### config.mk
export PLATFORM = sky130hd
export DESIGN_NAME = wrapped_window_angle_mapper
export DESIGN_NICKNAME = d
export VERILOG_FILES = /design/src/hdl/wawm_pkg.sv /design/src/hdl/wawm_ctrl.sv /design/src/hdl/wawm_dp.sv /design/src/hdl/wrapped_window_angle_mapper.sv
export SDC_FILE = /design/constraint.sdc
export NUM_CORES = 1
export LEC_CHECK = 0
export BUFFER_PORTS_ARGS = -buffer_cell sky130_fd_sc_hd__buf_2
export CAP_MARGIN = 30
export CORE_UTILIZATION = 58
export CTS_BUF_LIST = sky130_fd_sc_hd__clkbuf_16
export DETAILED_ROUTE_END_ITERATION = 6
export PLACE_DENSITY = 0.9
export SYNTH_ARGS = -nofsm -noshare
export SYNTH_HDL_FRONTEND = slang
export SYNTH_SLANG_ARGS = --single-unit
export TNS_END_PERCENT = 100
### constraint.sdc
create_clock -name clk -period 8.16 [get_ports clk]
set_input_delay 0.408 -clock clk [delete_from_list [all_inputs] [get_ports clk]]
set_output_delay 0.408 -clock clk [all_outputs]
set_load 0.005 [all_outputs]
### src/hdl/wawm_pkg.sv
// Shared types and constants for the wrapped window angle mapper.
package wawm_pkg;

  localparam int READING_RANGE_DEF = 1024;
  localparam int RANGE_DIV         = 3;

  localparam int READING_W  = 10;
  localparam int MARK_W     = 10;
  localparam int SPAN_W     = 12;
  localparam int ANGLE_W    = 16;
  localparam int CFG_IDX_W  = 2;
  localparam int CFG_DATA_W = 12;

  localparam int ANGLE_MAX = 32767;
  localparam int ANGLE_MIN = -32768;

  localparam logic [CFG_IDX_W-1:0] CFG_WINDOW_LOW  = 2'd0;
  localparam logic [CFG_IDX_W-1:0] CFG_WINDOW_HIGH = 2'd1;
  localparam logic [CFG_IDX_W-1:0] CFG_OUT_SPAN    = 2'd2;

  localparam logic [MARK_W-1:0] WINDOW_HIGH_RST = 10'd1023;

  typedef enum logic [2:0] {
    ST_IDLE,
    ST_CALC,
    ST_DIV,
    ST_ANGLE,
    ST_FIN
  } state_t;

  typedef struct packed {
    logic load;
    logic calc;
    logic step;
    logic angle;
    logic finish;
  } cmd_t;

  typedef struct packed {
    logic bypass;
    logic div_last;
    logic out_busy;
  } status_t;

endpackage

### src/hdl/wawm_ctrl.sv
// Controller state machine that sequences one request through the datapath.
module wawm_ctrl (
  input  logic              clk,
  input  logic              rst_n,
  input  logic              in_valid,
  output logic              in_stall,
  input  wawm_pkg::status_t status,
  output wawm_pkg::cmd_t    cmd
);

  wawm_pkg::state_t state_r;
  wawm_pkg::state_t state_nxt;

  always_ff @(posedge clk) begin
    if (!rst_n) begin
      state_r <= wawm_pkg::ST_IDLE;
    end else begin
      state_r <= state_nxt;
    end
  end

  always_comb begin
    state_nxt = state_r;
    case (state_r)
      wawm_pkg::ST_IDLE: begin
        if (in_valid) begin
          state_nxt = wawm_pkg::ST_CALC;
        end
      end
      wawm_pkg::ST_CALC: begin
        state_nxt = status.bypass ? wawm_pkg::ST_FIN : wawm_pkg::ST_DIV;
      end
      wawm_pkg::ST_DIV: begin
        if (status.div_last) begin
          state_nxt = wawm_pkg::ST_ANGLE;
        end
      end
      wawm_pkg::ST_ANGLE: begin
        state_nxt = wawm_pkg::ST_FIN;
      end
      wawm_pkg::ST_FIN: begin
        if (!status.out_busy) begin
          state_nxt = wawm_pkg::ST_IDLE;
        end
      end
      default: begin
        state_nxt = wawm_pkg::ST_IDLE;
      end
    endcase
  end

  always_comb begin
    cmd      = '0;
    in_stall = 1'b1;
    case (state_r)
      wawm_pkg::ST_IDLE: begin
        in_stall = 1'b0;
        cmd.load = in_valid;
      end
      wawm_pkg::ST_CALC: begin
        cmd.calc = 1'b1;
      end
      wawm_pkg::ST_DIV: begin
        cmd.step = 1'b1;
      end
      wawm_pkg::ST_ANGLE: begin
        cmd.angle = 1'b1;
      end
      wawm_pkg::ST_FIN: begin
        cmd.finish = !status.out_busy;
      end
      default: begin
        in_stall = 1'b1;
      end
    endcase
  end

endmodule

### src/hdl/wawm_dp.sv
// Datapath: configuration registers, window arithmetic, serial divider and result register.
module wawm_dp #(
  parameter int READING_RANGE = wawm_pkg::READING_RANGE_DEF
) (
  input  logic                                   clk,
  input  logic                                   rst_n,
  input  logic                                   cfg_we,
  input  logic [wawm_pkg::CFG_IDX_W-1:0]         cfg_index,
  input  logic [wawm_pkg::CFG_DATA_W-1:0]        cfg_data,
  input  logic [wawm_pkg::READING_W-1:0]         in_reading,
  input  logic                                   out_stall,
  output logic                                   out_valid,
  output logic signed [wawm_pkg::ANGLE_W-1:0]    out_angle,
  output logic signed [wawm_pkg::ANGLE_W-1:0]    out_change,
  output logic                                   out_window_empty,
  input  wawm_pkg::cmd_t                         cmd,
  output wawm_pkg::status_t                      status
);

  localparam int RW   = $clog2(READING_RANGE + 1);
  localparam int DW   = ((RW > wawm_pkg::READING_W) ? RW : wawm_pkg::READING_W) + 2;
  localparam int DENW = DW - 1;
  localparam int NW   = DW + wawm_pkg::SPAN_W;
  localparam int CW   = $clog2(NW);
  localparam int AW   = NW + 2;
  localparam int FW   = wawm_pkg::ANGLE_W + 2;
  localparam int NegLimInt = -(READING_RANGE / wawm_pkg::RANGE_DIV);

  localparam logic signed [DW-1:0] RANGE_S = DW'(READING_RANGE);
  localparam logic signed [DW-1:0] NEG_LIM = DW'(NegLimInt);
  localparam logic [CW-1:0]        LAST_CNT = CW'(NW - 1);
  localparam logic signed [AW-1:0] A_HI = AW'(wawm_pkg::ANGLE_MAX);
  localparam logic signed [AW-1:0] A_LO = AW'(wawm_pkg::ANGLE_MIN);
  localparam logic signed [FW-1:0] F_HI = FW'(wawm_pkg::ANGLE_MAX);
  localparam logic signed [FW-1:0] F_LO = FW'(wawm_pkg::ANGLE_MIN);

  logic [wawm_pkg::MARK_W-1:0]         lo_r;
  logic [wawm_pkg::MARK_W-1:0]         hi_r;
  logic signed [wawm_pkg::SPAN_W-1:0]  span_r;
  logic [wawm_pkg::READING_W-1:0]      rd_r;
  logic                                pass_r;
  logic                                empty_r;
  logic                                qneg_r;
  logic [DENW-1:0]                     den_r;
  logic [DENW-1:0]                     rem_r;
  logic [NW-1:0]                       q_r;
  logic [CW-1:0]                       cnt_r;
  logic signed [wawm_pkg::ANGLE_W-1:0] ang_r;
  logic signed [wawm_pkg::ANGLE_W-1:0] prev_r;
  logic signed [wawm_pkg::ANGLE_W-1:0] last_r;
  logic                                out_valid_r;
  logic signed [wawm_pkg::ANGLE_W-1:0] out_angle_r;
  logic signed [wawm_pkg::ANGLE_W-1:0] out_change_r;
  logic                                out_empty_r;

  logic                               pass;
  logic                               pos;
  logic [wawm_pkg::SPAN_W-1:0]        mag;
  logic signed [DW-1:0]               rd_s;
  logic signed [DW-1:0]               lo_s;
  logic signed [DW-1:0]               hi_s;
  logic signed [DW-1:0]               len_raw;
  logic signed [DW-1:0]               dist_raw;
  logic signed [DW-1:0]               len;
  logic signed [DW-1:0]               dist_adj;
  logic                               len_zero;
  logic [DENW-1:0]                    dist_mag;
  logic [DENW-1:0]                    len_mag;
  logic [NW-1:0]                      prod;
  logic [DENW:0]                      shifted;
  logic                               ge;
  logic [DENW:0]                      trial;
  logic signed [AW-1:0]               q_s;
  logic signed [AW-1:0]               ang_full;
  logic signed [wawm_pkg::ANGLE_W-1:0] ang_sat;
  logic signed [FW-1:0]               mag_f;
  logic signed [FW-1:0]               wrap_f;
  logic signed [FW-1:0]               d0;
  logic signed [FW-1:0]               d1;
  logic signed [FW-1:0]               d2;
  logic signed [wawm_pkg::ANGLE_W-1:0] chg_sat;

  always_comb begin
    pass = (span_r == '0);
    pos  = !span_r[wawm_pkg::SPAN_W-1] && !pass;
    mag  = span_r[wawm_pkg::SPAN_W-1] ? wawm_pkg::SPAN_W'(-span_r)
                                     : wawm_pkg::SPAN_W'(span_r);
    rd_s = $signed({{(DW - wawm_pkg::READING_W){1'b0}}, rd_r});
    lo_s = $signed({{(DW - wawm_pkg::MARK_W){1'b0}}, lo_r});
    hi_s = $signed({{(DW - wawm_pkg::MARK_W){1'b0}}, hi_r});
    if (pos) begin
      len_raw  = hi_s - lo_s;
      dist_raw = rd_s - lo_s;
      dist_adj = (dist_raw < 0) ? dist_raw + RANGE_S : dist_raw;
    end else begin
      len_raw  = lo_s - hi_s;
      dist_raw = lo_s - rd_s;
      dist_adj = (dist_raw < NEG_LIM) ? dist_raw + RANGE_S : dist_raw;
    end
    len      = (len_raw < 0) ? len_raw + RANGE_S : len_raw;
    len_zero = (len == '0);
    dist_mag = dist_adj[DW-1] ? DENW'(-dist_adj) : DENW'(dist_adj);
    len_mag  = len[DW-1] ? DENW'(-len) : DENW'(len);
    prod     = NW'(dist_mag) * NW'({mag, 1'b0});
  end

  always_comb begin
    shifted = {rem_r, q_r[NW-1]};
    ge      = (shifted >= {1'b0, den_r});
    trial   = shifted - {1'b0, den_r};
  end

  always_comb begin
    q_s      = qneg_r ? -$signed({2'b00, q_r}) : $signed({2'b00, q_r});
    ang_full = q_s - $signed(AW'(mag));
    if (ang_full > A_HI) begin
      ang_sat = wawm_pkg::ANGLE_W'(A_HI);
    end else if (ang_full < A_LO) begin
      ang_sat = wawm_pkg::ANGLE_W'(A_LO);
    end else begin
      ang_sat = wawm_pkg::ANGLE_W'(ang_full);
    end
  end

  always_comb begin
    mag_f  = $signed(FW'(mag));
    wrap_f = $signed(FW'({mag, 1'b1}));
    d0     = FW'(ang_r) - FW'(prev_r);
    d1     = (d0 > mag_f) ? d0 - wrap_f : d0;
    d2     = (d1 < -mag_f) ? d1 + wrap_f : d1;
    if (d2 > F_HI) begin
      chg_sat = wawm_pkg::ANGLE_W'(F_HI);
    end else if (d2 < F_LO) begin
      chg_sat = wawm_pkg::ANGLE_W'(F_LO);
    end else begin
      chg_sat = wawm_pkg::ANGLE_W'(d2);
    end
  end

  always_ff @(posedge clk) begin
    if (!rst_n) begin
      lo_r   <= '0;
      hi_r   <= wawm_pkg::WINDOW_HIGH_RST;
      span_r <= '0;
    end else if (cfg_we) begin
      case (cfg_index)
        wawm_pkg::CFG_WINDOW_LOW:  lo_r   <= cfg_data[wawm_pkg::MARK_W-1:0];
        wawm_pkg::CFG_WINDOW_HIGH: hi_r   <= cfg_data[wawm_pkg::MARK_W-1:0];
        wawm_pkg::CFG_OUT_SPAN:    span_r <= $signed(cfg_data);
        default: begin
        end
      endcase
    end
  end

  always_ff @(posedge clk) begin
    if (cmd.load) begin
      rd_r <= in_reading;
    end
    if (cmd.calc) begin
      pass_r  <= pass;
      empty_r <= len_zero;
      qneg_r  <= dist_adj[DW-1] ^ len[DW-1];
      den_r   <= len_mag;
      q_r     <= prod;
      rem_r   <= '0;
      cnt_r   <= '0;
    end else if (cmd.step) begin
      rem_r <= ge ? trial[DENW-1:0] : shifted[DENW-1:0];
      q_r   <= {q_r[NW-2:0], ge};
      cnt_r <= cnt_r + 1'b1;
    end
    if (cmd.angle) begin
      ang_r <= ang_sat;
    end
  end

  always_ff @(posedge clk) begin
    if (!rst_n) begin
      prev_r      <= '0;
      last_r      <= '0;
      out_valid_r <= 1'b0;
    end else begin
      if (cmd.finish) begin
        out_valid_r <= 1'b1;
        if (pass_r) begin
          prev_r <= $signed({{(wawm_pkg::ANGLE_W - wawm_pkg::READING_W){1'b0}}, rd_r});
        end else if (empty_r) begin
          last_r <= '0;
        end else begin
          prev_r <= ang_r;
          last_r <= chg_sat;
        end
      end else if (out_valid_r && !out_stall) begin
        out_valid_r <= 1'b0;
      end
    end
  end

  always_ff @(posedge clk) begin
    if (cmd.finish) begin
      if (pass_r) begin
        out_angle_r  <= $signed({{(wawm_pkg::ANGLE_W - wawm_pkg::READING_W){1'b0}}, rd_r});
        out_change_r <= last_r;
        out_empty_r  <= 1'b0;
      end else if (empty_r) begin
        out_angle_r  <= prev_r;
        out_change_r <= '0;
        out_empty_r  <= 1'b1;
      end else begin
        out_angle_r  <= ang_r;
        out_change_r <= chg_sat;
        out_empty_r  <= 1'b0;
      end
    end
  end

  assign status.bypass   = pass || len_zero;
  assign status.div_last = (cnt_r == LAST_CNT);
  assign status.out_busy = out_valid_r && out_stall;

  assign out_valid        = out_valid_r;
  assign out_angle        = out_angle_r;
  assign out_change       = out_change_r;
  assign out_window_empty = out_empty_r;

endmodule

### src/hdl/wrapped_window_angle_mapper.sv
// Top level of the wrapped window angle mapper: controller plus datapath.
// A mapped request is loaded in IDLE, then passes CALC, the DIV steps of the one-bit-per-cycle
// restoring divider fed with the NW-bit product (NW is 25 at the default range), then ANGLE
// and FIN, which writes the result register; passthrough and empty-window requests skip to FIN.
// No new request is accepted until FIN is left, and FIN waits while the output is stalled.
// Synchronous active-low reset restores register defaults, clears history and out_valid.
module wrapped_window_angle_mapper #(
  parameter int READING_RANGE = wawm_pkg::READING_RANGE_DEF
) (
  input  logic                                clk,
  input  logic                                rst_n,
  input  logic                                cfg_we,
  input  logic [wawm_pkg::CFG_IDX_W-1:0]      cfg_index,
  input  logic [wawm_pkg::CFG_DATA_W-1:0]     cfg_data,
  input  logic                                in_valid,
  output logic                                in_stall,
  input  logic [wawm_pkg::READING_W-1:0]      in_reading,
  output logic                                out_valid,
  input  logic                                out_stall,
  output logic signed [wawm_pkg::ANGLE_W-1:0] out_angle,
  output logic signed [wawm_pkg::ANGLE_W-1:0] out_change,
  output logic                                out_window_empty
);

  wawm_pkg::cmd_t    cmd;
  wawm_pkg::status_t status;

  wawm_ctrl u_ctrl (
    .clk      (clk),
    .rst_n    (rst_n),
    .in_valid (in_valid),
    .in_stall (in_stall),
    .status   (status),
    .cmd      (cmd)
  );

  wawm_dp #(
    .READING_RANGE (READING_RANGE)
  ) u_dp (
    .clk              (clk),
    .rst_n            (rst_n),
    .cfg_we           (cfg_we),
    .cfg_index        (cfg_index),
    .cfg_data         (cfg_data),
    .in_reading       (in_reading),
    .out_stall        (out_stall),
    .out_valid        (out_valid),
    .out_angle        (out_angle),
    .out_change       (out_change),
    .out_window_empty (out_window_empty),
    .cmd              (cmd),
    .status           (status)
  );

endmodule
After elaboration in Yosys (flattened, before gate mapping). Index checks and enable logic that the tools add are counted. W data, S select, Z words.

Shift-type cells: 0. Add/sub/neg operators: 18. $lt $le $gt $ge: 10. Reductions and logical operators: 18. Divide/modulo/power cells: 0. $mul: 1. Multiplexer cells: 35. Bitwise operators: 1. Eq/ne operators: 10.

Operator list (number): $mux W16 (7); $mux W13 (5); $mux W25 (2); $mux W12 (4); $sub A10 B10 Y11 (4); $mux W18 (2); $neg A12 Y12 (3); $gt A27 B16 Y1 const B (1); $lt A27 B16 Y1 const B (1); $mux W27 (1); $neg A25 Y27 (1); $sub A27 B13 Y27 (1); $add A13 B12 Y13 const B (2); $mul A12 B12 Y24 (1); $add A18 B14 Y18 (1); $gt A18 B13 Y1 (1); $gt A18 B16 Y1 const B (1); $lt A18 B16 Y1 const B (1); $lt A18 B18 Y1 (1); $neg A12 Y18 (1); $sub A18 B14 Y18 (1); $sub A16 B16 Y17 (1); $pmux W3 S5 (1); $add A11 B12 Y13 const B (1); 26 further kinds (48).

Memories: 0. Word-level logic and storage cells: 113. Memory bits (read-only): 0. Bits in latches: 0. Memory bits (writable): 0. Register bits after elaboration: 184.

Logic depth before layout (Yosys ltp). Gate-level depths: netlist of run 1.

Depth in word-level cells: 11. Mapped depth: 45.

Cells and area by module. From an unflattened synthesis of run 1, not the netlist that was laid out.

Cells, all modules: 2163. Area, all modules: 18838.1 um^2.

Modules (own cells, without submodules): wawm_dp (instances 1, cells each 2136, seq. area each 4544.4 um^2, area an instance 18631.6 um^2); wawm_ctrl (instances 1, cells each 27, seq. area each 60.1 um^2, area an instance 206.4 um^2).

Worst setup path after synthesis of run 1. Ideal clock, no wire load.

Path kind: reg-to-reg. Start: register u_dp.span_r[0] in the netlist's numbering. End: register u_dp.q_r[23], data pin. Required time: 7.903 ns. Setup slack: -0.602 ns. Path buffers: 3. Period minus slack after synthesis: 8.762 ns. Cell stages (with the launch flop): 33. Arrival time: 8.505 ns. Path through: dfxtp_1 > inv_1 > ha_1 > nor3b_1 > a31oi_1 > clkbuf_1 > clkbuf_1 > mux2i_1 > xor2_1 > and2_1 > a41oi_1 > xnor2_1 > clkbuf_1 > nand2_1 > fa_1 > fa_1 > fa_1 > inv_1 > fa_1 > inv_1 > fa_1 > inv_1 > ha_1 > a21boi_0 > o21ai_0 > a21boi_0 > o21ai_0 > a21oi_1 > o21ai_0 > a21oi_1 > o211a_1 > or3_1 > a32o_1.

Longest elaborated chain between the ends: 8. Elaborated cells on any way between the ends: 10.

Ends and longest elaborated chain: start, declared (line wawm_dp.sv:39) `logic signed [wawm_pkg::SPAN_W-1:0] span_r;`; start signal, assigned (line wawm_dp.sv:149) `wawm_pkg::CFG_OUT_SPAN: span_r <= $signed(cfg_data);`; $logic_not A12 Y1 (line wawm_dp.sv:84) `pass = (span_r == '0);`; $logic_not A1 Y1 (line wawm_dp.sv:85) `pos = !span_r[wawm_pkg::SPAN_W-1] && !pass;`; $logic_and A1 B1 Y1 (line wawm_dp.sv:85); $mux W13 (line wawm_dp.sv:91) `if (pos) begin`; $neg A12 Y12 (line wawm_dp.sv:102) `dist_mag = dist_adj[DW-1] ? DENW'(-dist_adj) : DENW'(dist_adj);`; $mux W12 (line wawm_dp.sv:102); $mul A12 B12 Y24 * (line wawm_dp.sv:104) `prod = NW'(dist_mag) * NW'({mag, 1'b0});`; $mux W25 * (line wawm_dp.sv:160) `if (cmd.calc) begin`; end signal, assigned (line wawm_dp.sv:165) `q_r <= prod;`; end signal, assigned (line wawm_dp.sv:170) `q_r <= {q_r[NW-2:0], ge};`; end, declared (line wawm_dp.sv:46) `logic [NW-1:0] q_r;`.

Every way passes the cells marked *; elsewhere a longest branch is shown, timed or not. A chain may end at the register's enable or synchronous reset.

Worst setup path after layout of run 1.
Start: register u_dp.rd_r[0] in the netlist's numbering. End: register u_dp.q_r[23], data pin.

Longest elaborated chain between the ends: 8. Elaborated cells on any way between the ends: 13.

Ends and longest elaborated chain: start, declared (line wawm_dp.sv:40) `logic [wawm_pkg::READING_W-1:0] rd_r;`; start signal, assigned (line wawm_dp.sv:158) `rd_r <= in_reading;`; $sub A10 B10 Y11, on equally long branches (line wawm_dp.sv:97, wawm_dp.sv:93); $add A13 B12 Y13 (tied with other cells) (line wawm_dp.sv:98) `dist_adj = (dist_raw < NEG_LIM) ? dist_raw + RANGE_S : dist_raw;`; $mux W13, on equally long branches (line wawm_dp.sv:98, wawm_dp.sv:94); $mux W13 * (line wawm_dp.sv:91); $neg A12 Y12 (line wawm_dp.sv:102); $mux W12 * (line wawm_dp.sv:102); $mul A12 B12 Y24 * (line wawm_dp.sv:104); $mux W25 * (line wawm_dp.sv:160).

Marked as above.

==> impl_metrics.xml, run 1 <==
<?xml version="1.0" encoding="UTF-8"?>
<metrics>
  <group name="yosys">
    <metric name="yosys-top-cells-area" unit="">sky130_fd_sc_hd__edfxtp_1 (15%), sky130_fd_sc_hd__ha_1 (13%), sky130_fd_sc_hd__fa_1 (12%)</metric>
    <metric name="synth_largest_area_cell" unit="">sky130_fd_sc_hd__edfxtp_1</metric>
    <metric name="synth_cell_area" unit="um2">18800</metric>
    <metric name="synth_largest_type_area_fraction" unit="%">15.4</metric>
    <metric name="synth_enable_flop_cells" unit="">96</metric>
    <metric name="synthesis.yosys.warnings" unit="">0</metric>
    <metric name="async_reset_ff_share" unit="%">0</metric>
    <metric name="ys_seq_elements" unit="">182</metric>
    <metric name="postSynth.topFlopCell" unit="">sky130_fd_sc_hd__edfxtp_1</metric>
    <metric name="yosys.cell_count.top_type" unit="">sky130_fd_sc_hd__inv_1</metric>
    <metric name="synth_area_per_inst" unit="um2">8.54</metric>
    <metric name="proportion_of_synthesized_chip_area_in_sequential_cells" unit="%">24.6</metric>
    <metric name="yosysUniqueCellTypes" unit="">82</metric>
    <metric name="synth_cells" unit="">2196</metric>
    <metric name="synth_top_cells_by_count" unit="">sky130_fd_sc_hd__inv_1 (271), sky130_fd_sc_hd__nand2_1 (261), sky130_fd_sc_hd__ha_1 (194)</metric>
  </group>
  <group name="setup_path">
    <metric name="worst_r2r_endpoint" unit="">u_dp.q_r[23]</metric>
    <metric name="r2r_worst_path_depth" unit="">41</metric>
    <metric name="timing.critical_path.arrival" unit="ns">8.81</metric>
    <metric name="worst_setup_path_class" unit="">register to register</metric>
    <metric name="worst_path_largest_cell_delay" unit="ns">0.52</metric>
    <metric name="critPathMaxFanout" unit="">6</metric>
    <metric name="worst_ep_required_time" unit="ns">8.38</metric>
    <metric name="startpoint_type" unit="">register</metric>
    <metric name="worstReg2RegStart" unit="">u_dp.rd_r[0]</metric>
    <metric name="crit_path_frequent_cell" unit="">sky130_fd_sc_hd__a21oi_2</metric>
    <metric name="critPathSlowestCell" unit="">sky130_fd_sc_hd__fa_1</metric>
    <metric name="regToRegSetupSlack" unit="ns">-0.43</metric>
    <metric name="critPathCaptureType" unit="">register</metric>
  </group>
  <group name="global_route">
    <metric name="antenna_found_initial" unit="">0</metric>
    <metric name="track_usage" unit="%">31.3</metric>
    <metric name="grt_max_degree" unit="">70</metric>
    <metric name="first_pass_grt_wire_length" unit="mm">83.0</metric>
    <metric name="grt_pass1_vias" unit="">17000</metric>
    <metric name="grt.overflow.total" unit="">0</metric>
  </group>
  <group name="place">
    <metric name="detailed_place.area" unit="um2">20000</metric>
    <metric name="gpl.final_weighted_congestion" unit="">0.961</metric>
    <metric name="hpwlAfterDp" unit="mm">38.1</metric>
    <metric name="placed_cells_incl_taps" unit="">2686</metric>
    <metric name="io_buffer_count" unit="">63</metric>
  </group>
  <group name="route">
    <metric name="drc" unit="">0</metric>
    <metric name="wl_per_cell" unit="um">19.0</metric>
    <metric name="routed_wl" unit="mm">52.1</metric>
    <metric name="avgViaCountPerCell" unit="">6.14</metric>
    <metric name="dr.first_iter.drc_count" unit="">1427</metric>
    <metric name="via_count" unit="">16900</metric>
    <metric name="detailedRoute.firstPassIterationCount" unit="">7</metric>
    <metric name="ant_nets" unit="">0</metric>
  </group>
  <group name="sta">
    <metric name="timing.fmax" unit="MHz">116</metric>
    <metric name="slew_headroom" unit="%">30.2</metric>
    <metric name="tightestPinTransition" unit="ns">1.05</metric>
    <metric name="slew_violations" unit="">0</metric>
    <metric name="fin_skew" unit="ns">0.0179</metric>
    <metric name="finalCritPeriodShare" unit="%">105</metric>
    <metric name="fin_hold_ws" unit="ns">0.114</metric>
    <metric name="layout_setup_ws" unit="ns">-0.433</metric>
    <metric name="fin_setup_tns" unit="ns">-2.44</metric>
    <metric name="setup_viol_count_final" unit="">8</metric>
    <metric name="rsz0062_at_grt" unit="">yes</metric>
    <metric name="finalHoldViolCount" unit="">0</metric>
    <metric name="final.min_clock_period" unit="ns">8.59</metric>
  </group>
  <group name="floorplanning">
    <metric name="fp.dieH" unit="um">182</metric>
    <metric name="rows" unit="">65</metric>
    <metric name="design.die.area" unit="um2">33100</metric>
    <metric name="core-area" unit="um2">31700</metric>
    <metric name="fp.dieW" unit="um">182</metric>
    <metric name="starting_density_of_the_core" unit="%">59.1</metric>
    <metric name="top_level_ports" unit="">64</metric>
  </group>
  <group name="clock_network">
    <metric name="cts_root_buf" unit="">sky130_fd_sc_hd__clkbuf_16</metric>
    <metric name="clkLatencyLatePin" unit="ns">0.48</metric>
    <metric name="clkSlewWorstSetupHoldPaths" unit="ns">0.07</metric>
    <metric name="clock_tree_sinks" unit="">182</metric>
    <metric name="clock_tree.htree_level_count" unit="">4</metric>
    <metric name="cts_tree" unit="">built</metric>
    <metric name="number_of_clock_buffers_inserted_by_tritoncts" unit="">17</metric>
    <metric name="clockBufferDepth" unit="">2</metric>
    <metric name="holdBufCountCts" unit="">0</metric>
  </group>
  <group name="flow_run">
    <metric name="drv.max_cap_violation_count" unit="">0</metric>
  </group>
  <group name="hold_path">
    <metric name="timing.hold.worst_path_depth" unit="">1</metric>
    <metric name="worst_hold_startpoint" unit="">in_reading[8]</metric>
    <metric name="timing.hold.worst.class" unit="">input port to register</metric>
    <metric name="worstHoldEndpoint" unit="">u_dp.rd_r[8]</metric>
  </group>
  <group name="cells_and_area">
    <metric name="multi_input_area" unit="um2">13300</metric>
    <metric name="fin_cells" unit="">2747</metric>
    <metric name="ratio_of_cells_with_drive_above_1_in_the_final_layout" unit="%">14.4</metric>
    <metric name="layout.cell_area.non_filler" unit="um2">21300</metric>
    <metric name="ff_latch_area" unit="um2">4610</metric>
    <metric name="nFillCells" unit="">2306</metric>
    <metric name="synthToLayoutAreaGrowth" unit="%">13.8</metric>
    <metric name="n_antenna_cell" unit="">0</metric>
    <metric name="layout.nets" unit="">2664</metric>
  </group>
  <group name="power">
    <metric name="power.ir.vdd_worst" unit="mV">0.206</metric>
    <metric name="total_power_per_unit_cell_area" unit="nW/um2">195</metric>
    <metric name="p_leak" unit="nW">9.37</metric>
    <metric name="fin_total_pwr" unit="mW">4.17</metric>
  </group>
  <group name="status">
    <metric name="outcome" unit="">finished, violations left</metric>
    <metric name="failed_checks" unit="">setup timing</metric>
  </group>
</metrics>
[power breakdown]
group          switching, mW  leakage, nW  total [mW]  internal (mW)
combinational           1.27         7.49        2.23          0.961
sequential            0.0673         1.59        1.12           1.05
clock                  0.402        0.284       0.818          0.416
total                   1.74         9.37        4.17           2.43
[worst max-delay path, delay by kind of cell, from the launching register on]
family	cells	cell delay, ns
mux	1	0.16
buf+inv	7	0.84
simple gates	6	0.83
compound gates	19	3.13
fa+ha+maj	7	2.75
xor+xnor	1	0.20
flops	1	0.41
[cells in the final DEF, fill, tap and decap left out, drive strengths merged, types with 6 or more instances in the layout]
cell type	count
nor4	9
buf	182
o211ai	25
nand2	261
o21a	10
nand2b	24
nor3	22
nand4	11
fa	109
edfxtp	96
a21boi	38
o2111ai	6
and2	42
o21ai	133
nor3b	9
a21o	28
xnor2	101
and3	11
mux2	7
a21oi	117
nand3	48
inv	284
dfxtp	86
conb	24
o31ai	25
ha	194
clkbuf	19
mux2i	47
nor2	120
xor2	47
or3	20
o21bai	21
nor2b	43
a31oi	14
or2	14
a211oi	17
[through the flow]
step	setup WS (ns)	utilization, %
after floorplan	0.0193	-
after global placement	-0.108	63.0
after detailed placement	-0.486	63.2
after CTS	-0.00148	65.7
after global routing	-0.592	67.3
final	-0.433	67.3
[final cells by class]
type | instances | area share (%)
repair buffers | 183 | 6.06
inverters | 274 | 4.82
clock buffers | 18 | 2.11
well taps | 402 | 2.36
multi-input cells | 1674 | 62.6
flip-flops and latches | 182 | 21.6
clock inverters | 14 | 0.522
[worst max-delay path by stage]
stage	start	endpoint	slack (ns)
global placement	u_dp.lo_r[0]	u_dp.q_r[23]	-0.11
floorplan	u_dp.lo_r[0]	u_dp.q_r[23]	0.02
CTS	u_dp.rd_r[0]	u_dp.q_r[23]	-0.001
global route	u_dp.rd_r[0]	u_dp.q_r[23]	-0.59
detailed placement	u_dp.lo_r[0]	u_dp.q_r[23]	-0.49
finish	u_dp.rd_r[0]	u_dp.q_r[23]	-0.43
[timing repair]
item	CTS	global route
resized for setup	35	83
pin swaps	43	79
setup endpoints to repair	8	33
setup buffers	13	15
[flip-flops by register name (all words and copies together) (netlist names), 12 cells and up]
register	count
u_dp.q_r	25
u_dp.ang_r	16
u_dp.last_r	16
u_dp.out_angle	16
u_dp.out_change	16
u_dp.prev_r	16
u_dp.rem_r	12
u_dp.span_r	12
[cell families after synthesis]
group	Yosys count	synth area share (%)
muxes	54	2.95
adders and majority gates	303	24.6
DFF	182	24.6
buffers and inverters	362	7.41
AOI/OAI and AO/OA	494	17.1
xor gates and xnor gates	148	6.91
and+or+nand+nor	651	16.5
other	2	0.0400
[routing by layer]
layer | up-vias | track usage, % | routed length (um) | share of wire, %
li1 | 7724 | - | - | -
met1 | 8060 | 37.4 | 20100 | 38
met2 | 853 | 53.7 | 24800 | 48
met3 | 236 | 5.54 | 4240 | 8.1
met4 | 0 | 16.7 | 3030 | 5.8
met5 | - | 0 | 0 | 0
No activity file was read; power rests on OpenSTA's default activity.
==> run 2: changes to the inputs <==
--- a/config.mk
+++ b/config.mk
@@ -5,12 +5,12 @@
 export SDC_FILE = /design/constraint.sdc
 export NUM_CORES = 1
 export LEC_CHECK = 0
-export BUFFER_PORTS_ARGS = -buffer_cell sky130_fd_sc_hd__buf_2
 export CAP_MARGIN = 30
-export CORE_UTILIZATION = 58
+export CORE_UTILIZATION = 60
 export CTS_BUF_LIST = sky130_fd_sc_hd__clkbuf_16
 export DETAILED_ROUTE_END_ITERATION = 6
-export PLACE_DENSITY = 0.9
+export DONT_BUFFER_PORTS = 1
+export PLACE_DENSITY = 0.91
 export SYNTH_ARGS = -nofsm -noshare
 export SYNTH_HDL_FRONTEND = slang
 export SYNTH_SLANG_ARGS = --single-unit
==> constraint.sdc (replaced) <==
create_clock -name clk -period 8.16 [get_ports clk]
set_input_delay 1.632 -clock clk [delete_from_list [all_inputs] [get_ports clk]]
set_output_delay 1.632 -clock clk [all_outputs]
set_load 0.005 [all_outputs]
==> impl_metrics.xml, run 2 (same netlist as run 1, synthesis figures left out) <==
<?xml version="1.0" encoding="UTF-8"?>
<metrics>
  <group name="status">
    <metric name="outcome" unit="">finished, violations left</metric>
    <metric name="failed_checks" unit="">setup timing</metric>
  </group>
  <group name="sta">
    <metric name="setup_viol_count_final" unit="">7</metric>
    <metric name="fin_setup_tns" unit="ns">-0.622</metric>
    <metric name="slew_violations" unit="">0</metric>
    <metric name="slew_headroom" unit="%">35.7</metric>
    <metric name="finalHoldViolCount" unit="">0</metric>
    <metric name="tightestPinTransition" unit="ns">0.957</metric>
    <metric name="timing.fmax" unit="MHz">120</metric>
    <metric name="layout_setup_ws" unit="ns">-0.180</metric>
    <metric name="finalCritPeriodShare" unit="%">102</metric>
    <metric name="final.min_clock_period" unit="ns">8.34</metric>
    <metric name="fin_skew" unit="ns">0.0218</metric>
    <metric name="rsz0062_at_grt" unit="">yes</metric>
  </group>
  <group name="cells_and_area">
    <metric name="n_antenna_cell" unit="">0</metric>
    <metric name="multi_input_area" unit="um2">13300</metric>
    <metric name="layout.nets" unit="">2591</metric>
    <metric name="largest_register_ff_count" unit="">25</metric>
    <metric name="mostFrequentLayoutCell" unit="">sky130_fd_sc_hd__inv_1</metric>
    <metric name="ratio_of_cells_with_drive_above_1_in_the_final_layout" unit="%">11.0</metric>
    <metric name="top_register" unit="">u_dp.q_r</metric>
    <metric name="nFillCells" unit="">2173</metric>
    <metric name="synthToLayoutAreaGrowth" unit="%">11.8</metric>
    <metric name="ff_latch_area" unit="um2">4610</metric>
    <metric name="mostFrequentLayoutCells" unit="">sky130_fd_sc_hd__inv_1 (265), sky130_fd_sc_hd__nand2_1 (258), sky130_fd_sc_hd__ha_1 (185)</metric>
  </group>
  <group name="flow_run">
    <metric name="drv.max_cap_violation_count" unit="">0</metric>
  </group>
  <group name="place">
    <metric name="post-place-ws" unit="ns">-0.399</metric>
    <metric name="gpl.final_weighted_congestion" unit="">1.00</metric>
    <metric name="hpwlAfterDp" unit="mm">38.0</metric>
    <metric name="io_buffer_count" unit="">0</metric>
  </group>
  <group name="power">
    <metric name="pwr-share-clk" unit="%">21.7</metric>
    <metric name="total_switching_power" unit="mW">1.73</metric>
    <metric name="netSwitchingFraction" unit="%">40.6</metric>
    <metric name="internal_power" unit="mW">2.53</metric>
    <metric name="share_seq_of_total_power" unit="%">26.2</metric>
    <metric name="total_power_per_unit_cell_area" unit="nW/um2">203</metric>
    <metric name="p_comb_share" unit="%">52.1</metric>
    <metric name="power.ir.vdd_worst" unit="mV">0.171</metric>
    <metric name="p_leak" unit="nW">9.13</metric>
  </group>
  <group name="clock_network">
    <metric name="clkLatencyLatePin" unit="ns">0.47</metric>
    <metric name="holdBufCountCts" unit="">0</metric>
    <metric name="clock_tree.htree_level_count" unit="">4</metric>
    <metric name="cts_root_buf" unit="">sky130_fd_sc_hd__clkbuf_16</metric>
    <metric name="clkSlewWorstSetupHoldPaths" unit="ns">0.07</metric>
    <metric name="clockBufferDepth" unit="">2</metric>
    <metric name="number_of_clock_buffers_inserted_by_tritoncts" unit="">17</metric>
    <metric name="cts_tree" unit="">built</metric>
    <metric name="clock_tree_sinks" unit="">182</metric>
  </group>
  <group name="floorplanning">
    <metric name="core-area" unit="um2">30700</metric>
    <metric name="top_level_ports" unit="">64</metric>
    <metric name="rows" unit="">64</metric>
    <metric name="fp.dieW" unit="um">179</metric>
    <metric name="starting_density_of_the_core" unit="%">61.1</metric>
    <metric name="design.die.area" unit="um2">32000</metric>
    <metric name="fp.dieH" unit="um">179</metric>
  </group>
  <group name="setup_path">
    <metric name="startpoint_type" unit="">register</metric>
    <metric name="critPathSlowestCell" unit="">sky130_fd_sc_hd__fa_1</metric>
    <metric name="worst_setup_path_class" unit="">register to register</metric>
    <metric name="worstReg2RegStart" unit="">u_dp.lo_r[0]</metric>
    <metric name="worst_ep_required_time" unit="ns">8.34</metric>
    <metric name="critical_path.top_delay_family" unit="">adder cells</metric>
    <metric name="timing.critical_path.arrival" unit="ns">8.52</metric>
    <metric name="worst_path_largest_cell_delay" unit="ns">0.57</metric>
    <metric name="cp_num_buf_inv" unit="">8</metric>
    <metric name="critPathCaptureType" unit="">register</metric>
    <metric name="worst_setup_path_startpoint" unit="">u_dp.lo_r[0]</metric>
    <metric name="critPathMaxFanout" unit="">6</metric>
  </group>
  <group name="hold_path">
    <metric name="worst_hold_startpoint" unit="">u_dp.rem_r[11]</metric>
    <metric name="timing.hold.worst.class" unit="">register to register</metric>
  </group>
  <group name="route">
    <metric name="wl_per_cell" unit="um">19.8</metric>
    <metric name="ant_nets" unit="">0</metric>
    <metric name="drc" unit="">0</metric>
    <metric name="dr.first_iter.drc_count" unit="">1694</metric>
    <metric name="via_count" unit="">16800</metric>
    <metric name="detailedRoute.firstPassIterationCount" unit="">5</metric>
    <metric name="routed_wl" unit="mm">52.9</metric>
    <metric name="avgViaCountPerCell" unit="">6.29</metric>
  </group>
  <group name="global_route">
    <metric name="first_pass_grt_wire_length" unit="mm">82.9</metric>
    <metric name="antenna_found_initial" unit="">0</metric>
    <metric name="grt.overflow.total" unit="">0</metric>
    <metric name="grt_max_degree" unit="">70</metric>
    <metric name="grt_pass1_vias" unit="">16800</metric>
    <metric name="track_usage" unit="%">32.9</metric>
  </group>
</metrics>
## run 2: cell types whose count changed in the layout (fill, tap and decap cells not counted), sizes merged
cell and delta:
clkinv +3, bufinv +5, buf -72, inv -6, clkbuf -2, clkinvlp -1
## run 2: worst paths after layout
kind,cells past startpoint,slack [ns],to
max,37,-0.18,u_dp.q_r[20]
min,2,0.47,u_dp.rem_r[11]
max reg2reg,37,-0.18,u_dp.q_r[20]
min reg2reg,2,0.47,u_dp.rem_r[11]
## run 2: what timing repair did
action                     4_1_cts  5_1_grt
pin swaps                       12       58
setup buffers                    9       13
setup endpoints to repair        7       31
resized for setup               20       86
## run 2: final cells by class
type                            instances  share of cell area [%]
Clock buffer                           17                    2.03
Tap cell                              396                    2.36
Sequential cell                       182                    22.0
Clock inverter                         15                    1.01
Timing Repair Buffer                  110                    4.33
Inverter                              274                    4.91
Multi-Input combinational cell       1674                    63.4
## run 2: through the flow
stage	power [mW]	instance area [um2]	util, %	std cells	hold WS, ns
final	4.26	21000	68.4	2668	0.467
after global routing	4.49	21000	68.4	2668	0.504
after CTS	3.98	20400	66.6	2653	0.469
after detailed placement	3.01	19600	64.1	2612	0.453
after global placement	2.92	19600	64.0	2610	0.443
after floorplan	2.47	18900	-	2218	0.427
## run 2: tightest hold or removal path: cells and delay by family (launching register included)
family	cells	cell delay, ns
DFF	1	0.33
and+or+nand+nor	1	0.05
AOI/OAI and AO/OA	1	0.06
## run 2: per-layer routing
metal / global-route usage (%) / routed length [um] / vias to the layer above
met2: 56.5 / 25900 / 930
li1: - / - / 7583
met3: 6.40 / 4540 / 208
met5: 0 / 0 / -
met1: 39.3 / 19800 / 8062
met4: 15.4 / 2620 / 0
## run 2: power by group through the flow
stage	Combinational [mW]	Clock (mW)	Sequential, mW
finish	2.22	0.924	1.12
floorplan	1.36	0	1.11
CTS	1.95	0.916	1.12
detailed placement	1.87	0	1.14
global placement	1.79	0	1.13
global route	2.41	0.959	1.13
